File: src/hdl/mrfc_pkg.sv
// Shared types and constants for the motor ramp and fault controller.
package mrfc_pkg;

  localparam int SPEED_W = 16;
  localparam int POS_W   = 32;

  localparam logic [SPEED_W-1:0] MAX_SPEED_RST = 16'd10000;
  localparam logic [SPEED_W-1:0] RAMP_STEP_RST = 16'd500;

  // speed / 100 as (speed * 83887) >> 23, exact over the full 16-bit range
  localparam int               DIV_MUL_W = 17;
  localparam logic [DIV_MUL_W-1:0] DIV_MUL = 17'd83887;
  localparam int               DIV_SHIFT = 23;
  localparam int               PROD_W    = SPEED_W + DIV_MUL_W;
  localparam int               QUOT_W    = PROD_W - DIV_SHIFT;

  localparam int CFG_IDX_W  = 1;
  localparam int CFG_DATA_W = 16;
  localparam logic [CFG_IDX_W-1:0] REG_MAX_SPEED = 1'd0;
  localparam logic [CFG_IDX_W-1:0] REG_RAMP_STEP = 1'd1;

  // sticky flag bit positions
  localparam int FLAG_OVERCURRENT = 0;
  localparam int FLAG_STALL       = 1;
  localparam int FLAG_OVERHEAT    = 2;

  typedef enum logic [2:0] {
    MODE_TICK        = 3'd0,
    MODE_START       = 3'd1,
    MODE_STOP        = 3'd2,
    MODE_BRAKE       = 3'd3,
    MODE_SET_SPEED   = 3'd4,
    MODE_RESET       = 3'd5,
    MODE_CLEAR_FAULT = 3'd6,
    MODE_INJECT      = 3'd7
  } mode_t;

  typedef enum logic [2:0] {
    ST_IDLE     = 3'd0,
    ST_STARTING = 3'd1,
    ST_RUNNING  = 3'd2,
    ST_STOPPING = 3'd3,
    ST_FAULT    = 3'd4,
    ST_RECOVERY = 3'd5
  } state_t;

  typedef enum logic [1:0] {
    FLT_NONE        = 2'd0,
    FLT_STALL       = 2'd1,
    FLT_OVERHEAT    = 2'd2,
    FLT_OVERCURRENT = 2'd3
  } fault_t;

  typedef struct packed {
    logic [2:0]         mode;
    logic [SPEED_W-1:0] speed;
    logic               direction;
    logic [1:0]         fault_kind;
    logic [2:0]         hw_fault_flags;
  } in_t;

  typedef struct packed {
    logic                    ret_code;
    logic [2:0]              motor_state;
    logic [1:0]              fault_id;
    logic [SPEED_W-1:0]      motor_speed;
    logic signed [POS_W-1:0] position;
    logic                    ctrl_enable;
    logic                    ctrl_dir_cw;
    logic                    ctrl_brake;
    logic                    status_running;
    logic [2:0]              status_faults;
  } out_t;

endpackage

File: src/hdl/motor_ramp_fault_controller_top.sv
// Motor ramp and fault controller: command decode, speed ramp, position and status.
//
//  channel | ports                           | direction
//  --------+---------------------------------+----------
//  input   | in_valid, in_ready, in_data     | in
//  result  | out_valid, out_ready, out_data  | out
//  config  | cfg_we, cfg_index, cfg_wdata    | in
//
// One beat per cycle sustained while out_ready is high. A command is first captured
// in the input register, then the decode, ramp and position update write the state
// and the result register when the beat advances, raising out_valid.
// Synchronous active-low reset puts the controller in idle with default limits.
// A stalled result holds the pipe; the input register still takes one beat.
module motor_ramp_fault_controller_top (
  input  logic                                clk,
  input  logic                                rst_n,
  input  logic                                in_valid,
  output logic                                in_ready,
  input  mrfc_pkg::in_t                       in_data,
  output logic                                out_valid,
  input  logic                                out_ready,
  output mrfc_pkg::out_t                      out_data,
  input  logic                                cfg_we,
  input  logic [mrfc_pkg::CFG_IDX_W-1:0]      cfg_index,
  input  logic [mrfc_pkg::CFG_DATA_W-1:0]     cfg_wdata
);

  logic [mrfc_pkg::SPEED_W-1:0] max_speed_r, ramp_step_r;

  logic          in_valid_r;
  mrfc_pkg::in_t in_data_r;
  logic          out_valid_r;
  mrfc_pkg::out_t out_data_r;
  logic          adv;

  mrfc_pkg::state_t               state_r, state_nxt;
  mrfc_pkg::fault_t               fault_r, fault_nxt;
  logic [mrfc_pkg::SPEED_W-1:0]   target_r, target_nxt;
  logic [mrfc_pkg::SPEED_W-1:0]   speed_r, speed_nxt;
  logic                           dir_r, dir_nxt;
  logic signed [mrfc_pkg::POS_W-1:0] position_r, position_nxt;
  logic [2:0]                     flags_r, flags_nxt;
  logic                           enable_r, enable_nxt;
  logic                           dir_cw_r, dir_cw_nxt;
  logic                           brake_r, brake_nxt;
  logic                           running_r, running_nxt;
  logic                           ret_nxt;

  logic [mrfc_pkg::SPEED_W-1:0]   sat_speed;
  logic [2:0]                     tick_flags;
  logic [mrfc_pkg::SPEED_W:0]     ramp_sum;
  logic [mrfc_pkg::SPEED_W-1:0]   ramp_diff;
  logic [mrfc_pkg::SPEED_W-1:0]   run_speed;
  logic [mrfc_pkg::PROD_W-1:0]    div_prod;
  logic [mrfc_pkg::QUOT_W-1:0]    pos_step;
  logic signed [mrfc_pkg::POS_W-1:0] pos_delta;

  assign adv       = in_valid_r && (!out_valid_r || out_ready);
  assign in_ready  = !in_valid_r || adv;
  assign out_valid = out_valid_r;
  assign out_data  = out_data_r;

  assign sat_speed  = (in_data_r.speed > max_speed_r) ? max_speed_r : in_data_r.speed;
  assign tick_flags = flags_r | in_data_r.hw_fault_flags;
  assign ramp_sum   = {1'b0, speed_r} + {1'b0, ramp_step_r};
  assign ramp_diff  = speed_r - target_r;

  always_comb begin
    if (speed_r < target_r) begin
      run_speed = (ramp_sum > {1'b0, target_r}) ? target_r : ramp_sum[mrfc_pkg::SPEED_W-1:0];
    end else if (speed_r > target_r) begin
      run_speed = (ramp_diff <= ramp_step_r) ? target_r : speed_r - ramp_step_r;
    end else begin
      run_speed = speed_r;
    end
  end

  assign div_prod  = {{mrfc_pkg::DIV_MUL_W{1'b0}}, run_speed} *
                     {{mrfc_pkg::SPEED_W{1'b0}}, mrfc_pkg::DIV_MUL};
  assign pos_step  = div_prod[mrfc_pkg::PROD_W-1:mrfc_pkg::DIV_SHIFT];
  assign pos_delta = $signed({{(mrfc_pkg::POS_W-mrfc_pkg::QUOT_W){1'b0}}, pos_step});

  always_comb begin
    state_nxt    = state_r;
    fault_nxt    = fault_r;
    target_nxt   = target_r;
    speed_nxt    = speed_r;
    dir_nxt      = dir_r;
    position_nxt = position_r;
    flags_nxt    = flags_r;
    enable_nxt   = enable_r;
    dir_cw_nxt   = dir_cw_r;
    brake_nxt    = brake_r;
    running_nxt  = running_r;
    ret_nxt      = 1'b0;
    case (mrfc_pkg::mode_t'(in_data_r.mode))
      mrfc_pkg::MODE_TICK: begin
        flags_nxt = tick_flags;
        if (tick_flags != 3'd0) begin
          if (state_r != mrfc_pkg::ST_FAULT) begin
            state_nxt = mrfc_pkg::ST_FAULT;
            if (tick_flags[mrfc_pkg::FLAG_STALL]) begin
              fault_nxt = mrfc_pkg::FLT_STALL;
            end else if (tick_flags[mrfc_pkg::FLAG_OVERHEAT]) begin
              fault_nxt = mrfc_pkg::FLT_OVERHEAT;
            end else begin
              fault_nxt = mrfc_pkg::FLT_OVERCURRENT;
            end
          end
        end else begin
          case (state_r)
            mrfc_pkg::ST_STARTING: begin
              running_nxt = 1'b1;
              if (speed_r < target_r) begin
                if (ramp_sum >= {1'b0, target_r}) begin
                  speed_nxt = target_r;
                  state_nxt = mrfc_pkg::ST_RUNNING;
                end else begin
                  speed_nxt = ramp_sum[mrfc_pkg::SPEED_W-1:0];
                end
              end else begin
                state_nxt = mrfc_pkg::ST_RUNNING;
              end
            end
            mrfc_pkg::ST_RUNNING: begin
              speed_nxt    = run_speed;
              position_nxt = dir_r ? position_r + pos_delta : position_r - pos_delta;
            end
            mrfc_pkg::ST_STOPPING: begin
              if (speed_r > ramp_step_r) begin
                speed_nxt = speed_r - ramp_step_r;
              end else begin
                speed_nxt   = '0;
                state_nxt   = mrfc_pkg::ST_IDLE;
                running_nxt = 1'b0;
              end
            end
            mrfc_pkg::ST_RECOVERY: state_nxt = mrfc_pkg::ST_IDLE;
            default: ;
          endcase
        end
      end
      mrfc_pkg::MODE_START: begin
        if (state_r == mrfc_pkg::ST_FAULT) begin
          ret_nxt = 1'b1;
        end else begin
          target_nxt = sat_speed;
          dir_nxt    = in_data_r.direction;
          state_nxt  = mrfc_pkg::ST_STARTING;
          enable_nxt = 1'b1;
          dir_cw_nxt = in_data_r.direction;
          brake_nxt  = 1'b0;
        end
      end
      mrfc_pkg::MODE_STOP: begin
        if (state_r != mrfc_pkg::ST_IDLE) begin
          target_nxt = '0;
          state_nxt  = mrfc_pkg::ST_STOPPING;
          enable_nxt = 1'b0;
        end
      end
      mrfc_pkg::MODE_BRAKE: begin
        target_nxt  = '0;
        speed_nxt   = '0;
        state_nxt   = mrfc_pkg::ST_IDLE;
        brake_nxt   = 1'b1;
        enable_nxt  = 1'b0;
        running_nxt = 1'b0;
      end
      mrfc_pkg::MODE_SET_SPEED: begin
        if (state_r == mrfc_pkg::ST_FAULT) begin
          ret_nxt = 1'b1;
        end else begin
          target_nxt = sat_speed;
        end
      end
      mrfc_pkg::MODE_RESET: begin
        enable_nxt  = 1'b0;
        dir_cw_nxt  = 1'b0;
        brake_nxt   = 1'b0;
        flags_nxt   = 3'd0;
        running_nxt = 1'b0;
        state_nxt   = mrfc_pkg::ST_IDLE;
        fault_nxt   = mrfc_pkg::FLT_NONE;
        speed_nxt   = '0;
        target_nxt  = '0;
      end
      mrfc_pkg::MODE_CLEAR_FAULT: begin
        if (state_r == mrfc_pkg::ST_FAULT) begin
          fault_nxt   = mrfc_pkg::FLT_NONE;
          state_nxt   = mrfc_pkg::ST_RECOVERY;
          flags_nxt   = 3'd0;
          running_nxt = 1'b0;
        end
      end
      mrfc_pkg::MODE_INJECT: begin
        fault_nxt = mrfc_pkg::fault_t'(in_data_r.fault_kind);
        state_nxt = mrfc_pkg::ST_FAULT;
        case (mrfc_pkg::fault_t'(in_data_r.fault_kind))
          mrfc_pkg::FLT_STALL:       flags_nxt[mrfc_pkg::FLAG_STALL]       = 1'b1;
          mrfc_pkg::FLT_OVERHEAT:    flags_nxt[mrfc_pkg::FLAG_OVERHEAT]    = 1'b1;
          mrfc_pkg::FLT_OVERCURRENT: flags_nxt[mrfc_pkg::FLAG_OVERCURRENT] = 1'b1;
          default: ;
        endcase
      end
      default: ;
    endcase
  end

  always_ff @(posedge clk) begin
    if (!rst_n) begin
      max_speed_r <= mrfc_pkg::MAX_SPEED_RST;
      ramp_step_r <= mrfc_pkg::RAMP_STEP_RST;
    end else if (cfg_we) begin
      case (cfg_index)
        mrfc_pkg::REG_MAX_SPEED: max_speed_r <= cfg_wdata;
        mrfc_pkg::REG_RAMP_STEP: ramp_step_r <= cfg_wdata;
        default: ;
      endcase
    end
  end

  always_ff @(posedge clk) begin
    if (!rst_n) begin
      in_valid_r <= 1'b0;
    end else if (in_ready) begin
      in_valid_r <= in_valid;
    end
    if (in_ready && in_valid) begin
      in_data_r <= in_data;
    end
  end

  always_ff @(posedge clk) begin
    if (!rst_n) begin
      out_valid_r <= 1'b0;
      state_r     <= mrfc_pkg::ST_IDLE;
      fault_r     <= mrfc_pkg::FLT_NONE;
      target_r    <= '0;
      speed_r     <= '0;
      dir_r       <= 1'b0;
      position_r  <= '0;
      flags_r     <= 3'd0;
      enable_r    <= 1'b0;
      dir_cw_r    <= 1'b0;
      brake_r     <= 1'b0;
      running_r   <= 1'b0;
    end else begin
      if (adv) begin
        out_valid_r <= 1'b1;
      end else if (out_ready) begin
        out_valid_r <= 1'b0;
      end
      if (adv) begin
        state_r    <= state_nxt;
        fault_r    <= fault_nxt;
        target_r   <= target_nxt;
        speed_r    <= speed_nxt;
        dir_r      <= dir_nxt;
        position_r <= position_nxt;
        flags_r    <= flags_nxt;
        enable_r   <= enable_nxt;
        dir_cw_r   <= dir_cw_nxt;
        brake_r    <= brake_nxt;
        running_r  <= running_nxt;
        out_data_r.ret_code       <= ret_nxt;
        out_data_r.motor_state    <= state_nxt;
        out_data_r.fault_id       <= fault_nxt;
        out_data_r.motor_speed    <= speed_nxt;
        out_data_r.position       <= position_nxt;
        out_data_r.ctrl_enable    <= enable_nxt;
        out_data_r.ctrl_dir_cw    <= dir_cw_nxt;
        out_data_r.ctrl_brake     <= brake_nxt;
        out_data_r.status_running <= running_nxt;
        out_data_r.status_faults  <= flags_nxt;
      end
    end
  end

  a_adv_gives_result: assert property (@(posedge clk) disable iff (!rst_n)
    adv |=> out_valid_r)
    else $error("advanced beat did not reach the result register");

  a_ready_when_out_free: assert property (@(posedge clk) disable iff (!rst_n)
    !out_valid_r |-> in_ready)
    else $error("input stalled with empty result register");

  a_running_has_bit: assert property (@(posedge clk) disable iff (!rst_n)
    (state_r == mrfc_pkg::ST_RUNNING) |-> running_r)
    else $error("running state without running status bit");

endmodule

File: config.mk
export PLATFORM = sky130hd
export DESIGN_NAME = motor_ramp_fault_controller_top
export DESIGN_NICKNAME = d
export VERILOG_FILES = /design/src/hdl/mrfc_pkg.sv /design/src/hdl/motor_ramp_fault_controller_top.sv
export SDC_FILE = /design/constraint.sdc
export NUM_CORES = 1
export LEC_CHECK = 0
export BUFFER_PORTS_ARGS = -buffer_cell sky130_fd_sc_hd__buf_2
export CORE_MARGIN = 2
export CORE_UTILIZATION = 25
export CTS_CLUSTER_SIZE = 8
export DETAILED_ROUTE_END_ITERATION = 10
export GPL_ROUTABILITY_DRIVEN = 1
export SYNTH_ARGS = -nofsm -noshare
export SYNTH_HDL_FRONTEND = slang
export SYNTH_SLANG_ARGS = --single-unit
File: constraint.sdc
create_clock -name clk -period 19.4 [get_ports clk]
set_clock_uncertainty 0.05 [all_clocks]
set_input_delay 3.88 -clock clk [delete_from_list [all_inputs] [get_ports clk]]
set_output_delay 3.88 -clock clk [all_outputs]
set_load 0.02 [all_outputs]
# Yosys cells after proc, flatten, opt, wreduce, memory -nomap -nowiden
# Index checks and enable logic that the tools add are counted.
[word_totals]
inputBits = 47
output_inout_bits = 63
wordCells = 136
regBits = 197
[classes]
multipliers = 1
n_addsub = 5
n_lt_le_gt_ge = 7
n_mux = 54
n_reduce_logical = 18
n_eq_ne = 18
bitwise_logic = 3
[op_table]
columns = ["cell", "count"]
rows = [
  ["16-bit 2-to-1 mux", 11],
  ["32-bit 2-to-1 mux", 4],
  ["16-bit case mux with 3 select lines", 2],
  ["16-bit greater-than comparator", 3],
  ["16-bit by 17-bit multiplier with 33-bit output (second input constant)", 1],
  ["32-bit by 11-bit adder with 32-bit output", 1],
  ["16-bit case mux with 2 select lines", 1],
  ["16-bit subtractor", 2],
  ["32-bit by 11-bit subtractor with 32-bit output", 1],
  ["3-bit 2-to-1 mux", 9],
  ["3-bit equality test (second input constant)", 6],
  ["3-bit case mux with 6 select lines", 1],
  ["16-bit by 16-bit adder with 17-bit output", 1],
  ["17-bit by 16-bit greater-or-equal comparator with 1-bit output", 1],
  ["17-bit by 16-bit greater-than comparator with 1-bit output", 1],
  ["16-bit <= comparator", 1],
  ["16-bit less-than comparator", 1],
  ["1-bit 2-to-1 mux", 14],
  ["3-bit by 2-bit equality test with 1-bit output (second input constant)", 4],
  ["3-bit case mux with 4 select lines", 1],
  ["1-bit case mux with 3 select lines", 3],
  ["3-bit case mux with 3 select lines", 1],
  ["3-bit nonzero test", 3],
  ["2-bit 2-to-1 mux", 4],
  ["18 further kinds", 29],
]

# Depth between registers and ports, before layout
[depth]
word_depth = 11
mapped_depth = 72
mapped_depth_nobuf = 70

# Worst setup path after synthesis
# Ideal clock, no wire load.
[synth_path]
kind = "register to register"
startpoint = "register target_r[1] (netlist bit)"
endpoint = "register position_r[31] (netlist bit)"
required_time_ns = 19.280
period_less_slack_ns = 14.545
arrival_time_ns = 14.425
path_slack_ns = 4.855
setup_ns = 0.070
path_stages_with_launch = 66
path_buffers = 2
path_cell_list = "dfxtp_1 > inv_1 > ha_1 > nor2b_1 > o21ai_0 > a21boi_0 > o21ai_0 > a21boi_0 > o21ai_0 > a21boi_0 > o21ai_0 > a21boi_0 > o21a_1 > o21a_1 > o21a_1 > o211a_1 > a211o_1 > ha_1 > [... 30 more ...] > ha_1 > nor2_1 > a21oi_1 > ha_1 > a21o_1 > a21oi_1 > nor3_1 > a221oi_1 > a21oi_1 > o21ai_1 > a21oi_1 > a41oi_1 > a21oi_1 > and2_1 > o21ai_0 > and4b_1 > or4_1 > a21oi_1"
[synth_between]
elab_chain_cells = 11
word_cells_on_any_way = 16
classes_between = "3 x add/sub; 1 x mul; 4 x order compare; 8 x mux"
[synth_lines]
columns = ["item", "line", "rtl"]
rows = [
  ["start, declared", "motor_ramp_fault_controller_top.sv:38", "logic [mrfc_pkg::SPEED_W-1:0] target_r, target_nxt;"],
  ["start signal, assigned", "motor_ramp_fault_controller_top.sv:257", "target_r <= target_nxt;"],
  ["16-bit subtractor", "motor_ramp_fault_controller_top.sv:66", "assign ramp_diff = speed_r - target_r;"],
  ["16-bit <= comparator", "motor_ramp_fault_controller_top.sv:72", "run_speed = (ramp_diff <= ramp_step_r) ? target_r : speed_r - ramp_step_r;"],
  ["16-bit 2-to-1 mux", "motor_ramp_fault_controller_top.sv:72", ""],
  ["16-bit 2-to-1 mux", "motor_ramp_fault_controller_top.sv:71", "end else if (speed_r > target_r) begin"],
  ["16-bit 2-to-1 mux (*)", "motor_ramp_fault_controller_top.sv:69", "if (speed_r < target_r) begin"],
  ["16-bit by 17-bit multiplier with 33-bit output (*)", "motor_ramp_fault_controller_top.sv:78", "assign div_prod = {{mrfc_pkg::DIV_MUL_W{1'b0}}, run_speed} *"],
  ["32-bit by 11-bit subtractor with 32-bit output / 32-bit by 11-bit adder with 32-bit output (equally long branches)", "motor_ramp_fault_controller_top.sv:127", "position_nxt = dir_r ? position_r + pos_delta : position_r - pos_delta;"],
  ["32-bit 2-to-1 mux (*)", "motor_ramp_fault_controller_top.sv:127", ""],
  ["32-bit 2-to-1 mux (*)", "motor_ramp_fault_controller_top.sv:111", "case (state_r)"],
  ["32-bit 2-to-1 mux (*)", "motor_ramp_fault_controller_top.sv:99", "if (tick_flags != 3'd0) begin"],
  ["32-bit 2-to-1 mux (*)", "motor_ramp_fault_controller_top.sv:96", "case (mrfc_pkg::mode_t'(in_data_r.mode))"],
  ["end signal, assigned", "motor_ramp_fault_controller_top.sv:260", "position_r <= position_nxt;"],
  ["end, declared", "motor_ramp_fault_controller_top.sv:41", "logic signed [mrfc_pkg::POS_W-1:0] position_r, position_nxt;"],
]
# Mark *: on every way between the ends. The rest lies on a longest branch, timed or not.
# A chain may end at the register's enable or synchronous reset.

# Final worst setup path
[layout_path]
startpoint = "register speed_r[1] (netlist bit)"
endpoint = "register position_r[31] (netlist bit)"
[layout_between]
elab_chain_cells = 11
word_cells_on_any_way = 18
classes_between = "5 x add/sub; 1 x mul; 4 x order compare; 8 x mux"
[layout_lines]
columns = ["item", "line", "rtl"]
rows = [
  ["start, declared", "motor_ramp_fault_controller_top.sv:39", "logic [mrfc_pkg::SPEED_W-1:0] speed_r, speed_nxt;"],
  ["start signal, assigned", "motor_ramp_fault_controller_top.sv:258", "speed_r <= speed_nxt;"],
  ["16-bit subtractor", "motor_ramp_fault_controller_top.sv:66", ""],
  ["16-bit <= comparator", "motor_ramp_fault_controller_top.sv:72", ""],
  ["16-bit 2-to-1 mux", "motor_ramp_fault_controller_top.sv:72", ""],
  ["16-bit 2-to-1 mux", "motor_ramp_fault_controller_top.sv:71", ""],
  ["16-bit 2-to-1 mux (*)", "motor_ramp_fault_controller_top.sv:69", ""],
  ["16-bit by 17-bit multiplier with 33-bit output (*)", "motor_ramp_fault_controller_top.sv:78", ""],
  ["32-bit by 11-bit subtractor with 32-bit output / 32-bit by 11-bit adder with 32-bit output (equally long branches)", "motor_ramp_fault_controller_top.sv:127", ""],
  ["32-bit 2-to-1 mux (*)", "motor_ramp_fault_controller_top.sv:127", ""],
  ["32-bit 2-to-1 mux (*)", "motor_ramp_fault_controller_top.sv:111", ""],
  ["32-bit 2-to-1 mux (*)", "motor_ramp_fault_controller_top.sv:99", ""],
  ["32-bit 2-to-1 mux (*)", "motor_ramp_fault_controller_top.sv:96", ""],
]
# Marked as above.

==> report_table.html <==
<table>
<tr><th>Metric</th><th>Value</th></tr>
<tr><th colspan="2">Status</th></tr>
<tr><td>Result of the run</td><td>finished, final reports clean</td></tr>
<tr><th colspan="2">STA</th></tr>
<tr><td>F_max</td><td>60.1 MHz</td></tr>
<tr><td>Number of hold violations in the final report</td><td>0</td></tr>
<tr><td>Post-Route Setup TNS</td><td>0 ns</td></tr>
<tr><td>Post-layout min period</td><td>16.65 ns</td></tr>
<tr><td>Unrepaired setup endpoints after global routing</td><td>false</td></tr>
<tr><td>Final critical-path share of the clock period</td><td>0.858</td></tr>
<tr><td>Least-Margin Pin Slew</td><td>1.18 ns</td></tr>
<tr><td>Count of endpoints failing setup in the final report</td><td>0</td></tr>
<tr><td>Number of max-slew violations in the final report</td><td>0</td></tr>
<tr><td>Worst slew slack as a fraction of its limit</td><td>0.206</td></tr>
<tr><td>Worst-case setup margin in the final layout</td><td>2.75 ns</td></tr>
<tr><th colspan="2">Worst setup path</th></tr>
<tr><td>Buffer and inverter count on the worst path</td><td>4</td></tr>
<tr><td>Worst flop-to-flop path startpoint</td><td>speed_r[1]</td></tr>
<tr><td>Critical Path Max Stage Delay</td><td>0.83 ns</td></tr>
<tr><td>Cell seen most often among critical-path stages</td><td>sky130_fd_sc_hd__a21oi_1</td></tr>
<tr><td>Req. time, crit path</td><td>19.76 ns</td></tr>
<tr><td>Startpoint types</td><td>flop</td></tr>
<tr><td>CP top delay family</td><td>compound AO/OA/AOI/OAI gates</td></tr>
<tr><td>Reg-to-reg critical path endpoint</td><td>position_r[31]</td></tr>
<tr><td>Critical path capture point type</td><td>flop</td></tr>
<tr><td>Standard cell with the maximum stage delay on the critical path</td><td>sky130_fd_sc_hd__o22ai_1</td></tr>
<tr><td>Worst reg2reg path depth</td><td>65</td></tr>
<tr><td>Setup slack, reg-to-reg</td><td>2.75 ns</td></tr>
<tr><td>Top fanout value on the critical path</td><td>14</td></tr>
<tr><td>Critical path start-end classification</td><td>reg2reg</td></tr>
<tr><td>Critical path data arrival time</td><td>about 17 ns</td></tr>
<tr><th colspan="2">Die</th></tr>
<tr><td>Die extent in y</td><td>284 um</td></tr>
<tr><td>Initial standard-cell utilization of the core</td><td>0.252</td></tr>
<tr><td>Rows</td><td>102</td></tr>
<tr><td>Core footprint</td><td>between 70000 and 80000 sq um</td></tr>
<tr><td>Die Span X</td><td>284 um</td></tr>
<tr><td>DIE AREA</td><td>80400 sq um</td></tr>
<tr><td>Num ports</td><td>110</td></tr>
<tr><th colspan="2">Detailed routing</th></tr>
<tr><td>Post-detailed-route DRC marker count</td><td>0</td></tr>
<tr><td>Per-cell via count in the routed design</td><td>~5</td></tr>
<tr><td>Drt pass-1 iters</td><td>8</td></tr>
<tr><td>Number of nets with antenna violations after detailed routing</td><td>0</td></tr>
<tr><td>Via Count</td><td>16800</td></tr>
<tr><td>Final wirelength</td><td>60.3 mm</td></tr>
<tr><td>DR WL/cell</td><td>17.6 um</td></tr>
<tr><td>DRC violation total after the first TritonRoute iteration</td><td>1406</td></tr>
<tr><th colspan="2">Clocking</th></tr>
<tr><td>Number of hold buffers added after cts</td><td>0</td></tr>
<tr><td>Resized cells post-CTS</td><td>0</td></tr>
<tr><td>Clock insertion delay at the later pin of the skew report</td><td>roughly 0.5 ns</td></tr>
<tr><td>TritonCTS clock tree</td><td>done</td></tr>
<tr><td>Inserted Clock Buffers</td><td>17</td></tr>
<tr><td>Clock input transition at the sequential cells of the worst setup and hold paths</td><td>0.10 ns</td></tr>
<tr><td># Post-CTS Setup Buffers</td><td>0</td></tr>
<tr><td>CTS sink cnt</td><td>197</td></tr>
<tr><td>Maximum level of the CTS H-tree</td><td>4</td></tr>
<tr><td>Cell chosen for the clock root</td><td>sky130_fd_sc_hd__clkbuf_16</td></tr>
<tr><td>Maximum root-to-sink buffer count</td><td>2</td></tr>
<tr><th colspan="2">Synth</th></tr>
<tr><td>Mapped Area</td><td>19500 sq um</td></tr>
<tr><td>Yosys warns</td><td>0</td></tr>
<tr><td>Number of instances in the synthesized netlist</td><td>2310</td></tr>
<tr><td>Async SR Flop Fraction</td><td>0</td></tr>
<tr><td>Post-synthesis area per instance</td><td>8.46 sq um</td></tr>
<tr><td>Number of different library cells in the post-synthesis netlist</td><td>96</td></tr>
<tr><td>Post-synth EDFFs</td><td>86</td></tr>
<tr><td>Count of state elements after synthesis</td><td>between 150 and 200</td></tr>
<tr><td>Syn Nets</td><td>roughly 2700</td></tr>
<tr><td>Commonest register cell after synthesis</td><td>sky130_fd_sc_hd__dfxtp_1</td></tr>
<tr><td>Post-synthesis sequential area ratio</td><td>0.246</td></tr>
<tr><th colspan="2">Min path</th></tr>
<tr><td>Endpoint with the worst hold slack</td><td>flags_r[0]</td></tr>
<tr><td>Instance count along the most critical hold path</td><td>2</td></tr>
<tr><td>Classification of the worst-slack hold path</td><td>reg2reg</td></tr>
<tr><td>Startpoint of the tightest hold check path</td><td>flags_r[0]</td></tr>
<tr><th colspan="2">GRT</th></tr>
<tr><td>Global-route wire length before repair</td><td>94.6 mm</td></tr>
<tr><td>Overall track demand over capacity in global routing</td><td>0.149</td></tr>
<tr><td>Pin count of the biggest net entering global routing</td><td>53</td></tr>
<tr><td>Congestion Overflow GR</td><td>0</td></tr>
<tr><td>Antenna violations before repair</td><td>2</td></tr>
<tr><td>Number of global-route vias before repair</td><td>16200</td></tr>
<tr><th colspan="2">Finish</th></tr>
<tr><td>Number of antenna cells inserted</td><td>0</td></tr>
<tr><td>Final layout net count</td><td>roughly 2800</td></tr>
<tr><td>Post-route non-filler standard cell count</td><td>3430</td></tr>
<tr><td>Number of filler cells placed in the layout</td><td>8244</td></tr>
<tr><td>Share of layout cells above drive strength 1</td><td>0.0921</td></tr>
<tr><td>Area overhead of the layout relative to synthesis</td><td>12.2%</td></tr>
<tr><th colspan="2">Place</th></tr>
<tr><td>Global placer's final weighted congestion</td><td>roughly 0.94</td></tr>
<tr><td>Number of input and output port buffers inserted</td><td>~110</td></tr>
<tr><td>Cell count after placement</td><td>3398</td></tr>
<tr><td>Half-perimeter wire length after detailed placement</td><td>between 40 and 50 mm</td></tr>
<tr><td>Pre-CTS WS</td><td>3.03 ns</td></tr>
<tr><th colspan="2">Flow run</th></tr>
<tr><td>Max-cap violation count</td><td>0</td></tr>
</table>
==> worst max path at each step <==
stage / startpoint / end / slack [ns] / cells after the start
finish: speed_r[1] / position_r[31] / 2.75 / 65
global route: target_r[1] / position_r[31] / 1.58 / 71
CTS: target_r[1] / position_r[31] / 2.98 / 66
detailed placement: target_r[1] / position_r[31] / 3.03 / 66
global placement: speed_r[1] / position_r[31] / 3.35 / 69
floorplan: target_r[1] / position_r[31] / 4.85 / 65
==> cell usage in the layout (no fill, tap or decap), drive strengths merged, types with 17 or more instances in the layout <==
cell type | Yosys | final
inv | 275 | 284
nand2 | 270 | 270
ha | 262 | 262
a21oi | 179 | 179
nor2 | 161 | 161
o21ai | 138 | 138
buf | 8 | 135
dfxtp | 111 | 111
fa | 102 | 102
edfxtp | 86 | 86
nor3 | 53 | 53
a21o | 47 | 47
xnor2 | 47 | 47
nand3 | 43 | 43
o211ai | 33 | 33
mux2i | 26 | 26
nor2b | 23 | 23
nand4 | 21 | 21
o21a | 21 | 21
a22oi | 20 | 20
xor2 | 20 | 20
nand2b | 20 | 20
o21bai | 20 | 20
mux2 | 18 | 18
a211oi | 17 | 17
a31oi | 17 | 17
clkbuf | 79 | 17
and3 | 17 | 17
==> logic make-up (layout without fill, tap and decap cells) <==
| logic type | after synthesis | in the layout | share of synthesized area |
|---|---|---|---|
| fa+ha+maj | 364 | 364 | 0.272 |
| buf+inv | 364 | 444 | 0.0702 |
| mux | 44 | 44 | 0.0239 |
| simple gates | 675 | 675 | 0.159 |
| xor+xnor | 67 | 67 | 0.0304 |
| compound gates | 599 | 599 | 0.199 |
| flops | 197 | 197 | 0.246 |
==> per-layer routing <==
metal	wire, um	up-vias	global-route usage
met5	16	-	0
met4	944	2	0.0312
met3	3390	64	0.0237
met2	26900	475	0.237
met1	29100	7974	0.211
li1	-	8243	-
==> metrics by stage <==
step / utilization / hold WS, ns / instance area [sq um]
after detailed placement: 0.275 / 0.411 / 21300
after global placement: 0.275 / 0.407 / 21300
after floorplan: - / 0.396 / 19500
after global routing: 0.283 / 0.444 / 21900
final: 0.283 / 0.424 / 21900
after CTS: 0.283 / 0.425 / 21900
==> synth_stat cells (7+ instances only) <==
library cell | count | share of area
sky130_fd_sc_hd__nor4_1 | 9 | 0.0029
sky130_fd_sc_hd__o31ai_1 | 14 | 0.0054
sky130_fd_sc_hd__dfxtp_1 | 111 | 0.11
sky130_fd_sc_hd__o211ai_1 | 33 | 0.013
sky130_fd_sc_hd__nor2b_1 | 23 | 0.0074
sky130_fd_sc_hd__mux2i_1 | 25 | 0.013
sky130_fd_sc_hd__xnor2_1 | 46 | 0.021
sky130_fd_sc_hd__and2_1 | 13 | 0.0042
sky130_fd_sc_hd__mux2_2 | 17 | 0.0098
sky130_fd_sc_hd__edfxtp_1 | 86 | 0.13
sky130_fd_sc_hd__nand4_1 | 21 | 0.0067
sky130_fd_sc_hd__nor3_1 | 53 | 0.014
sky130_fd_sc_hd__clkbuf_1 | 79 | 0.015
sky130_fd_sc_hd__and3_1 | 16 | 0.0051
sky130_fd_sc_hd__nand2b_1 | 20 | 0.0064
sky130_fd_sc_hd__o21bai_1 | 18 | 0.0069
sky130_fd_sc_hd__ha_1 | 262 | 0.17
sky130_fd_sc_hd__a31oi_1 | 17 | 0.0054
sky130_fd_sc_hd__nor2_1 | 161 | 0.031
sky130_fd_sc_hd__xor2_1 | 20 | 0.0090
sky130_fd_sc_hd__fa_1 | 102 | 0.10
sky130_fd_sc_hd__o21a_1 | 20 | 0.0077
sky130_fd_sc_hd__nand3_1 | 43 | 0.011
sky130_fd_sc_hd__o21ai_0 | 119 | 0.030
sky130_fd_sc_hd__inv_1 | 273 | 0.052
sky130_fd_sc_hd__a211o_1 | 7 | 0.0031
sky130_fd_sc_hd__a21oi_1 | 175 | 0.045
sky130_fd_sc_hd__or3_1 | 13 | 0.0042
sky130_fd_sc_hd__o21ai_1 | 18 | 0.0046
sky130_fd_sc_hd__nand2_1 | 270 | 0.052
sky130_fd_sc_hd__a21o_1 | 47 | 0.018
sky130_fd_sc_hd__a22oi_1 | 20 | 0.0077
sky130_fd_sc_hd__a211oi_1 | 17 | 0.0065
==> flip-flops by register name, indices dropped and copies added (netlist names) <==
signal,flops
dir_r,1
state_r,3
in_valid_r,1
ramp_step_r,16
out_data,61
in_data_r,25
speed_r,16
fault_r,2
max_speed_r,16
enable_r,1
position_r,32
dir_cw_r,1
running_r,1
target_r,16
out_valid,1
brake_r,1
flags_r,3
==> worst register-to-register path, delay by kind of cell (launching register included) <==
kind                       cells  cell delay (ns)
DFF                            1             0.57
AOI/OAI and AO/OA             36             7.33
xor gates and xnor gates       1             0.30
and+or+nand+nor               13             2.95
buffers and inverters          4             0.61
adders and majority gates     11             4.75
==> layout make-up <==
class	count	area, sq um	share of cell area
flip-flops and latches	197	4800	0.219
repair buffers	135	741	0.0338
well taps	1040	1300	0.0593
clock inverters	15	226	0.0103
clock buffers	17	425	0.0194
inverters	277	1040	0.0475
multi-input cells	1749	13400	0.611
Power is left out: the tool's default activity adds up to more than one toggle a clock period on the data nets, which glitch-free logic cannot reach.
